<file path="config.mk">
export PLATFORM = sky130hd
export DESIGN_NAME = unsigned_shift_subtract_divider
export DESIGN_NICKNAME = d
export VERILOG_FILES = /design/src/hw/rtl/ussd_pkg.sv /design/src/hw/rtl/ussd_cell.sv /design/src/hw/rtl/ussd_ctrl.sv /design/src/hw/rtl/unsigned_shift_subtract_divider.sv
export SDC_FILE = /design/constraint.sdc
export NUM_CORES = 1
export LEC_CHECK = 0
export BUFFER_PORTS_ARGS = -buffer_cell sky130_fd_sc_hd__buf_2
export CAP_MARGIN = 15
export CORE_MARGIN = 4
export CORE_UTILIZATION = 44
export CTS_CLUSTER_SIZE = 28
export DETAILED_ROUTE_END_ITERATION = 10
export HOLD_SLACK_MARGIN = 0.08
export PLACE_DENSITY = 0.68
export SETUP_SLACK_MARGIN = 0.02
export SLEW_MARGIN = 30
export SYNTH_ARGS = -nofsm -noshare
export SYNTH_HDL_FRONTEND = slang
export SYNTH_SLANG_ARGS = --single-unit
</file>
<file path="constraint.sdc">
create_clock -name clk -period 14.5 [get_ports clk]
set_input_delay 1.45 -clock clk [delete_from_list [all_inputs] [get_ports clk]]
set_output_delay 1.45 -clock clk [all_outputs]
set_load 0.02 [all_outputs]
</file>
<file path="src/hw/rtl/ussd_pkg.sv">
// package for the unsigned shift-subtract divider: widths, state type, control bundle
`timescale 1ns / 1ps
`default_nettype none

package ussd_pkg;

    // default operand width of the divider core
    localparam int DATA_WIDTH_DEF = 32;
    // fixed width of the data ports
    localparam int FIELD_WIDTH = 32;

    typedef enum logic [1:0] {
        ST_IDLE,
        ST_RUN,
        ST_DONE
    } state_t;

    // strobes from the sequencer to the cell row and output register
    typedef struct packed {
        logic load;
        logic step;
        logic capture;
    } ctrl_t;

endpackage

`default_nettype wire

</file>
<file path="src/hw/rtl/ussd_cell.sv">
// one bit slice of the divider: remainder, dividend/quotient and divisor bit with borrow
`timescale 1ns / 1ps
`default_nettype none

module ussd_cell (
    input  wire  logic clk,
    input  wire  logic load,
    input  wire  logic step,
    input  wire  logic op_a,
    input  wire  logic op_d,
    input  wire  logic r_in,
    input  wire  logic a_in,
    input  wire  logic borrow_in,
    input  wire  logic fits,
    output logic       r_bit,
    output logic       a_bit,
    output logic       borrow_out
);

    logic r_reg;
    logic r_next;
    logic a_reg;
    logic a_next;
    logic d_reg;
    logic d_next;
    logic diff;

    // shifted remainder bit minus divisor bit
    assign diff       = r_in ^ d_reg ^ borrow_in;
    assign borrow_out = (~r_in & d_reg) | (~(r_in ^ d_reg) & borrow_in);

    always_comb
    begin
        r_next = r_reg;
        a_next = a_reg;
        d_next = d_reg;
        if (load)
        begin
            r_next = 1'b0;
            a_next = op_a;
            d_next = op_d;
        end
        else if (step)
        begin
            r_next = fits ? diff : r_in;
            a_next = a_in;
        end
    end

    always_ff @(posedge clk)
    begin
        r_reg <= r_next;
        a_reg <= a_next;
        d_reg <= d_next;
    end

    assign r_bit = r_reg;
    assign a_bit = a_reg;

endmodule

`default_nettype wire

</file>
<file path="src/hw/rtl/ussd_ctrl.sv">
// sequencer of the divider: load, step count and hand-off to the output register
`timescale 1ns / 1ps
`default_nettype none

module ussd_ctrl #(
    parameter int DATA_WIDTH = ussd_pkg::DATA_WIDTH_DEF
) (
    input  wire  logic            clk,
    input  wire  logic            rst_n,
    input  wire  logic            in_valid,
    input  wire  logic            out_free,
    output logic                  in_ready,
    output ussd_pkg::ctrl_t       ctrl
);

    import ussd_pkg::*;

    localparam int CW = $clog2(DATA_WIDTH);
    localparam logic [CW-1:0] LAST = CW'(DATA_WIDTH - 1);

    state_t        state_reg;
    state_t        state_next;
    logic [CW-1:0] cnt_reg;
    logic [CW-1:0] cnt_next;

    // next state
    always_comb
    begin
        state_next = state_reg;
        case (state_reg)
            ST_IDLE:
            begin
                if (in_valid)
                begin
                    state_next = ST_RUN;
                end
            end
            ST_RUN:
            begin
                if (cnt_reg == LAST)
                begin
                    state_next = ST_DONE;
                end
            end
            ST_DONE:
            begin
                if (out_free)
                begin
                    state_next = ST_IDLE;
                end
            end
            default:
            begin
                state_next = ST_IDLE;
            end
        endcase
    end

    // outputs
    always_comb
    begin
        in_ready     = 1'b0;
        ctrl.load    = 1'b0;
        ctrl.step    = 1'b0;
        ctrl.capture = 1'b0;
        case (state_reg)
            ST_IDLE:
            begin
                in_ready  = 1'b1;
                ctrl.load = in_valid;
            end
            ST_RUN:
            begin
                ctrl.step = 1'b1;
            end
            ST_DONE:
            begin
                ctrl.capture = out_free;
            end
            default:
            begin
                in_ready = 1'b0;
            end
        endcase
    end

    assign cnt_next = ctrl.step ? cnt_reg + 1'b1 : '0;

    always_ff @(posedge clk or negedge rst_n)
    begin
        if (!rst_n)
        begin
            state_reg <= ST_IDLE;
            cnt_reg   <= '0;
        end
        else
        begin
            state_reg <= state_next;
            cnt_reg   <= cnt_next;
        end
    end

endmodule

`default_nettype wire

</file>
<file path="src/hw/rtl/unsigned_shift_subtract_divider.sv">
// top level of the unsigned shift-subtract divider: cell row, sequencer, output register
`timescale 1ns / 1ps
`default_nettype none

// restoring unsigned divider built as a row of DATA_WIDTH bit cells. each cell
// holds one bit of the partial remainder, one bit of the shared dividend/quotient
// register and one divisor bit; every step the row shifts left by one cell and
// a borrow ripples across the row to decide whether the divisor fits. one word
// is in flight at a time: after the word is taken there are DATA_WIDTH steps of
// the cell row, then the result moves into the output register once that
// register is free, and only then can a new word be taken. the borrow chain
// produces one quotient bit per cycle while the row steps. the output
// register lets the next word start while a result still waits. operands are
// cut to (or zero-extended to) DATA_WIDTH bits, results zero-extended or cut to
// the 32-bit ports. a zero divisor needs no special path: every trial fits, so
// the quotient comes out all ones and the remainder equals the dividend; the
// divide_by_zero flag is set alongside
module unsigned_shift_subtract_divider #(
    parameter int DATA_WIDTH = ussd_pkg::DATA_WIDTH_DEF
) (
    input  wire  logic                             clk,
    input  wire  logic                             rst_n,
    input  wire  logic                             in_valid,
    output logic                                   in_ready,
    input  wire  logic [ussd_pkg::FIELD_WIDTH-1:0] dividend,
    input  wire  logic [ussd_pkg::FIELD_WIDTH-1:0] divisor,
    output logic                                   out_valid,
    input  wire  logic                             out_ready,
    output logic [ussd_pkg::FIELD_WIDTH-1:0]       quotient,
    output logic [ussd_pkg::FIELD_WIDTH-1:0]       remainder,
    output logic                                   divide_by_zero
);

    import ussd_pkg::*;

    ctrl_t                 ctrl;
    logic                  out_free;
    logic [DATA_WIDTH-1:0] op_a;
    logic [DATA_WIDTH-1:0] op_d;
    logic [DATA_WIDTH-1:0] r_vec;
    logic [DATA_WIDTH-1:0] a_vec;
    logic [DATA_WIDTH:0]   borrow;
    logic                  fits;

    logic                   out_valid_reg;
    logic                   out_valid_next;
    logic [FIELD_WIDTH-1:0] quot_reg;
    logic [FIELD_WIDTH-1:0] quot_next;
    logic [FIELD_WIDTH-1:0] rem_reg;
    logic [FIELD_WIDTH-1:0] rem_next;
    logic                   dz_reg;
    logic                   dz_next;
    logic                   zero_reg;
    logic                   zero_next;

    // operand width adaptation
    generate
        if (DATA_WIDTH >= FIELD_WIDTH)
        begin : g_op_wide
            assign op_a = DATA_WIDTH'(dividend);
            assign op_d = DATA_WIDTH'(divisor);
        end
        else
        begin : g_op_narrow
            assign op_a = dividend[DATA_WIDTH-1:0];
            assign op_d = divisor[DATA_WIDTH-1:0];
        end
    endgenerate

    // result width adaptation
    generate
        if (DATA_WIDTH >= FIELD_WIDTH)
        begin : g_res_wide
            assign quot_next = ctrl.capture ? a_vec[FIELD_WIDTH-1:0] : quot_reg;
            assign rem_next  = ctrl.capture ? r_vec[FIELD_WIDTH-1:0] : rem_reg;
        end
        else
        begin : g_res_narrow
            assign quot_next = ctrl.capture ? FIELD_WIDTH'(a_vec) : quot_reg;
            assign rem_next  = ctrl.capture ? FIELD_WIDTH'(r_vec) : rem_reg;
        end
    endgenerate

    ussd_ctrl #(
        .DATA_WIDTH (DATA_WIDTH)
    ) u_ctrl (
        .clk      (clk),
        .rst_n    (rst_n),
        .in_valid (in_valid),
        .out_free (out_free),
        .in_ready (in_ready),
        .ctrl     (ctrl)
    );

    // top remainder bit shifted out acts as the carry of the trial subtract
    assign borrow[0] = 1'b0;
    assign fits      = r_vec[DATA_WIDTH-1] | ~borrow[DATA_WIDTH];

    genvar gi;
    generate
        for (gi = 0; gi < DATA_WIDTH; gi++)
        begin : g_cell
            logic r_in;
            logic a_in;
            if (gi == 0)
            begin : g_first
                // next dividend bit enters the remainder, quotient bit enters the bottom
                assign r_in = a_vec[DATA_WIDTH-1];
                assign a_in = fits;
            end
            else
            begin : g_rest
                assign r_in = r_vec[gi-1];
                assign a_in = a_vec[gi-1];
            end

            ussd_cell u_cell (
                .clk        (clk),
                .load       (ctrl.load),
                .step       (ctrl.step),
                .op_a       (op_a[gi]),
                .op_d       (op_d[gi]),
                .r_in       (r_in),
                .a_in       (a_in),
                .borrow_in  (borrow[gi]),
                .fits       (fits),
                .r_bit      (r_vec[gi]),
                .a_bit      (a_vec[gi]),
                .borrow_out (borrow[gi+1])
            );
        end
    endgenerate

    // zero divisor flag travels beside the row
    assign zero_next = ctrl.load ? (op_d == '0) : zero_reg;
    assign dz_next   = ctrl.capture ? zero_reg : dz_reg;

    // output register
    assign out_free = ~out_valid_reg | out_ready;

    always_comb
    begin
        out_valid_next = out_valid_reg;
        if (ctrl.capture)
        begin
            out_valid_next = 1'b1;
        end
        else if (out_ready)
        begin
            out_valid_next = 1'b0;
        end
    end

    always_ff @(posedge clk or negedge rst_n)
    begin
        if (!rst_n)
        begin
            out_valid_reg <= 1'b0;
        end
        else
        begin
            out_valid_reg <= out_valid_next;
        end
    end

    always_ff @(posedge clk)
    begin
        quot_reg <= quot_next;
        rem_reg  <= rem_next;
        dz_reg   <= dz_next;
        zero_reg <= zero_next;
    end

    assign out_valid      = out_valid_reg;
    assign quotient       = quot_reg;
    assign remainder      = rem_reg;
    assign divide_by_zero = dz_reg;

endmodule

`default_nettype wire
</file>
==> flow_summary_export.csv, run 1 <==
group,metric,value,unit
critical_path,startpoint_type,"flop",
routing,avgRoutedWirePerCell,16.3,um
yosys,ys.flop_type,"edfxtp_1",
timing,fmax,71.5,MHz
die,fp.dieArea,17800,um^2
routing,top_layer_used,"met4",
critical_path,slowest_stage,"fa_1",
clock_network,cts_tree,"built",
yosys,synth_edf_count,130,
die,rows,45,
yosys,syn_area_per_cell,16.6,um^2
critical_path,worst_r2r_path_depth,39,
die,fp.coreArea,15300,um^2
job,drv_cap,0,
critical_path,cpMostUsedCell,"fa_2",
routing,drc,0,
critical_path,arrival,14240,ps
timing,tns,0,ps
timing,finalHoldViolations,0,
clock_network,htree_num_levels,4,
yosys,synth-seq-cells,170,
timing,rsz0062_at_grt,"no",
die,die_height,134,um
pwr,power_density,206,nW/um^2
yosys,synth_area,6930,um^2
die,fp.dieW,134,um
clock_network,cts.sinks,170,
timing,period_needed,13980,ps
timing,worst_pin_slew,882,ps
timing,maxSlewViolCount,0,
yosys,synth_cells,418,
place,portBuffers,134,
routing,wl_met2,5760,um
clock_network,cts-root-buf,"clkbuf_16",
routing,routed_wl,12800,um
yosys,syn-num-nets,520,
grt,grt_first_pass_wirelength,20500,um
timing,holdWs,427,ps
outcome,status,"finished clean",
final_layout,syn_to_final_growth,22.8,%
timing,post-route-period-util,0.964,
critical_path,max_stage_delay,470,ps
die,ios,135,
grt,antenna_found_initial,0,
yosys,yosys_warnings,0,
routing,drt-met1-wl,6010,um
grt,grt_pass1_vias,4004,
final_layout,fillCellCount,1241,
critical_path,r2r_slack,520,ps
clock_network,post-cts-setup-buffer-count,0,
yosys,async_flop_share,0.0471,
grt,grt_usage,0.149,
clock_network,clk_latency,420,ps
critical_path,cp.required,14770,ps
routing,drtIter0Drc,194,
critical_path,critical_path.startpoint,"g_cell[31].u_cell.a_bit",
pwr,leakage,3.56,nW
routing,antenna_left,0,
min_path,min_delay_path_depth,0,
routing,avgViaCountPerCell,4.80,
final_layout,nets,664,
pwr,ir_drop,0.126,mV
routing,wl_met3,925,um
clock_network,cts.path.max_buffers,2,
yosys,ys_seq_area_frac,0.684,
place,routabilityCongestion,0.745,
routing,drt_pass1_iterations,4,
die,initial_core_util,0.453,
critical_path,path_max_fanout,12,
min_path,hp-class,"flop to flop",
grt,grt_start_max_net_pins,67,
clock_network,path_clk_slew,60,ps
clock_network,postCtsHoldBufs,0,
final_layout,regArea,4740,um^2
timing,finalSetupViolCount,0,
timing,maxSlewHeadroom,0.412,
final_layout,num_antenna_cells,0,
clock_network,cts_buffers,17,
routing,vias,3772,
critical_path,crit_path_end_kind,"flop",
critical_path,worstSetupPathType,"flop to flop",
final_layout,multi_input_area,2010,um^2
critical_path,rr_endpoint,"g_cell[1].u_cell.r_bit",
place,hpwlAfterDp,8760,um
final_layout,drive_above_1_share,0.362,
yosys,synth_cell_type_count,33,
critical_path,cp-endpoint,"g_cell[1].u_cell.r_bit",
grt,overflow,0,
timing,clock_skew,11.1,ps
critical_path,r2r-start,"g_cell[31].u_cell.a_bit",
stage by stage:
step,power (mW),cell area [um^2],utilization,setup WS (ps),std cells
after global routing,1.88,8510,0.556,85.5,786
after global placement,1.27,7880,0.515,-328,754
after detailed placement,1.31,7880,0.515,-496,754
final,1.76,8510,0.556,524,786
after CTS,1.78,8500,0.555,35.2,786
after floorplan,1.17,6940,-,25.1,418
Yosys cell counts (2+ instances only):
master      n  area, um^2
fa_1       31         621
inv_1      34         128
a21o_1     29         218
nand4_1     2        12.5
o22ai_1     2        12.5
nor3_1     29         145
nor2b_1     2        12.5
buf_4       7        52.6
buf_2       9        45.0
nand2b_1    4        25.0
buf_6       2        22.5
mux2i_1    31         310
mux2_1     17         191
nor2_1      5        18.8
and2_1      2        12.5
nand2_1     4        15.0
nor4_1      8        50.1
ha_1        3        37.5
dfrtp_1     8         200
edfxtp_1  130        3900
o21ai_0     2        10.0
mux2_2     15         169
dfxtp_1    32         641
layout make-up:
class                   instances  area share
flip-flops and latches        170       0.557
multi-input cells             195       0.236
repair buffers                144      0.0920
clock buffers                  18      0.0504
well taps                     211      0.0310
clock inverters                14      0.0182
inverters                      34      0.0150
repair_timing:
| item | in CTS | in global routing |
|---|---|---|
| pin swaps | 0 | 0 |
| resized for setup | 11 | 6 |
| setup endpoints to repair | 33 | 33 |
critical path, delay by kind of cell, from the launching register on:
kind / cells / cell delay (ps)
AO/OA/AOI/OAI: 1 / 100
adder cells (fa/ha/maj): 32 / 12710
buffers and inverters: 4 / 340
flip-flops: 1 / 350
multiplexers: 1 / 180
AND/OR/NAND/NOR: 1 / 130
worst min path at each step:
stage,startpoint,to
after detailed placement,zero_reg,divide_by_zero
after floorplan,zero_reg,divide_by_zero
final,g_cell[24].u_cell.r_bit,remainder[24]
after global routing,g_cell[24].u_cell.r_bit,remainder[24]
after CTS,g_cell[24].u_cell.r_bit,remainder[24]
after global placement,g_cell[28].u_cell.r_bit,remainder[28]
where the power goes:
| group | internal, mW | leakage (nW) | switching [mW] |
|---|---|---|---|
| combinational | 0.287 | 1.70 | 0.274 |
| sequential | 0.691 | 1.58 | 0.0575 |
| clock | 0.268 | 0.276 | 0.180 |
metal layers:
| metal | up-vias | GRT usage |
|---|---|---|
| li1 | 1805 | - |
| met1 | 1829 | 0.200 |
| met2 | 127 | 0.229 |
| met3 | 11 | 0.0525 |
| met4 | 0 | 0.0474 |
| met5 | - | 0 |
cell families (layout without fill, tap and decap cells):
kind of cell | count (synthesis) | after routing | synth area share
buf+inv | 53 | 210 | 0.0363
compound gates | 37 | 37 | 0.0397
simple gates | 59 | 59 | 0.0455
xor+xnor | 2 | 2 | 0.00253
mux | 63 | 63 | 0.0967
fa+ha+maj | 34 | 34 | 0.0949
flops | 170 | 170 | 0.684
cell usage in the layout (no fill, tap or decap), drive strengths merged, types with 18 or more instances in the layout:
cell type,n
a21o,29
nor3,29
clkbuf,18
mux2,32
edfxtp,130
fa,31
dfxtp,32
mux2i,31
buf,144
inv,34
(Power assumes the default switching activity.)
==> inputs of run 2 (changes only) <==
Settings changed: REMOVE_ABC_BUFFERS from default to 1.
==> run 2 against run 1 <==
Fmax shrank 0.23%. Final cell count fell by 0.13%. Combinational power hardly changed.
==> flow_summary_export.csv, run 2 (synthesized netlist as in run 1, its figures left out) <==
group,metric,value,unit
die,initial_core_util,0.453,
die,ios,135,
critical_path,arrival,14370,ps
final_layout,stdcell_count,785,
routing,routed_wl,13100,um
die,die_height,134,um
routing,vias,3787,
clock_network,postCtsHoldBufs,0,
critical_path,cpMostUsedCell,"fa_2",
final_layout,nets,663,
pwr,leakage,3.52,nW
place,place_inst,752,
final_layout,multi_input_area,2010,um^2
grt,grt_first_pass_wirelength,21200,um
clock_network,cts_tree,"built",
critical_path,cp_top_family,"adder cells",
die,fp.dieW,134,um
pwr,combPwrFrac,0.328,
place,hpwlAfterDp,8750,um
final_layout,syn_to_final_growth,21.9,%
clock_network,htree_num_levels,4,
critical_path,slowest_stage,"fa_1",
place,portBuffers,134,
grt,overflow,0,
pwr,swShare,0.290,
timing,tns,0,ps
routing,drc,0,
critical_path,critPathBufInv,4,
timing,finalHoldViolations,0,
timing,maxSlewHeadroom,0.395,
timing,maxSlewViolCount,0,
final_layout,final_common_cell,"buf_2",
timing,clock_skew,6.61,ps
outcome,status,"finished clean",
pwr,power_density,203,nW/um^2
pwr,ir_drop,0.140,mV
grt,grt_usage,0.154,
clock_network,cts-root-buf,"clkbuf_16",
die,fp.dieArea,17800,um^2
timing,holdWs,425,ps
routing,drt_pass1_iterations,4,
pwr,cell_internal_pwr,1.22,mW
critical_path,startpoint_type,"flop",
final_layout,layout_common_cells,"buf_2, edfxtp_1, inv_1, dfxtp_1, mux2i_1",
clock_network,post-cts-setup-buffer-count,0,
timing,rsz0062_at_grt,"no",
critical_path,path_max_fanout,9,
clock_network,cts_buffers,17,
critical_path,crit_path_end_kind,"flop",
timing,period_needed,14010,ps
critical_path,cp.required,14860,ps
clock_network,cts.path.max_buffers,2,
pwr,clkPwrFrac,0.236,
routing,avgRoutedWirePerCell,16.7,um
final_layout,regArea,4740,um^2
critical_path,worstSetupPathType,"flop to flop",
pwr,pwr-share-seq,0.436,
final_layout,fillCellCount,1296,
timing,post-route-period-util,0.966,
place,routabilityCongestion,0.800,
die,rows,45,
routing,avgViaCountPerCell,4.82,
grt,grt_pass1_vias,4058,
clock_network,cts.sinks,170,
routing,drtIter0Drc,267,
pwr,switchingPower,0.498,mW
clock_network,path_clk_slew,60,ps
routing,antenna_left,0,
timing,worst_pin_slew,907,ps
clock_network,clk_latency,410,ps
job,drv_cap,0,
grt,grt_start_max_net_pins,98,
critical_path,r2r_slack,490,ps
die,fp.coreArea,15300,um^2
final_layout,drive_above_1_share,0.355,
min_path,hp-class,"flop to flop",
timing,fmax,71.4,MHz
grt,antenna_found_initial,0,
timing,finalSetupViolCount,0,
final_layout,num_antenna_cells,0,
critical_path,max_stage_delay,460,ps
run 2: power by group through the flow:
stage	logic [mW]	clock network (mW)	registers (mW)
2_1_floorplan	0.417	0	0.737
3_3_place_gp	0.503	0	0.752
3_5_place_dp	0.528	0	0.758
4_1_cts	0.562	0.416	0.749
5_1_grt	0.640	0.441	0.760
6_report	0.563	0.405	0.747
run 2: worst reg2reg max path, delay by kind of cell, from the launching register on:
family	cells	cell delay [ps]
AOI/OAI and AO/OA	1	130
adders and majority gates	32	12690
buffers and inverters	4	470
DFF	1	340
muxes	1	200
and+or+nand+nor	1	120
run 2: per-layer routing:
layer	global-route usage	wire, um	vias to the layer above	share of wire
li1	-	-	1817	-
met1	0.186	5520	1876	0.42
met5	0	0	-	0
met3	0.0397	500	14	0.038
met2	0.269	6920	80	0.53
met4	0.0514	159	0	0.012
run 2: what timing repair did:
item,CTS,global route
resized for setup,11,7
gates cloned,1,0
pin swaps,1,0
setup endpoints to repair,33,33
run 2: path summary, 6_finish.rpt:
kind | endpoint | startpoint | depth (start not counted)
min | remainder[9] | g_cell[9].u_cell.r_bit | 0
max | g_cell[5].u_cell.r_bit | g_cell[31].u_cell.a_bit | 39
max in group asynchronous | u_ctrl.cnt_reg[3] | rst_n | 1
min reg2reg | remainder[9] | g_cell[9].u_cell.r_bit | 0
min in group asynchronous | out_valid | rst_n | 1
max reg2reg | g_cell[5].u_cell.r_bit | g_cell[31].u_cell.a_bit | 39
run 2: area by class of cell:
type                       instances  area share
sequential                       170       0.562
clock inverter                     9     0.00889
multi-input combinational        195       0.238
clock buffer                      23      0.0530
tap                              211      0.0312
inverter                          34      0.0151
timing repair buffer             143      0.0923
run 2: per-stage QoR:
stage	util	setup slack, ps	area [um^2]	power, mW
6_report	0.552	491	8450	1.71
4_1_cts	0.550	60.7	8430	1.73
2_1_floorplan	-	-1000	6810	1.15
5_1_grt	0.552	58.7	8450	1.84
3_3_place_gp	0.512	-346	7840	1.26
3_5_place_dp	0.512	-472	7840	1.29
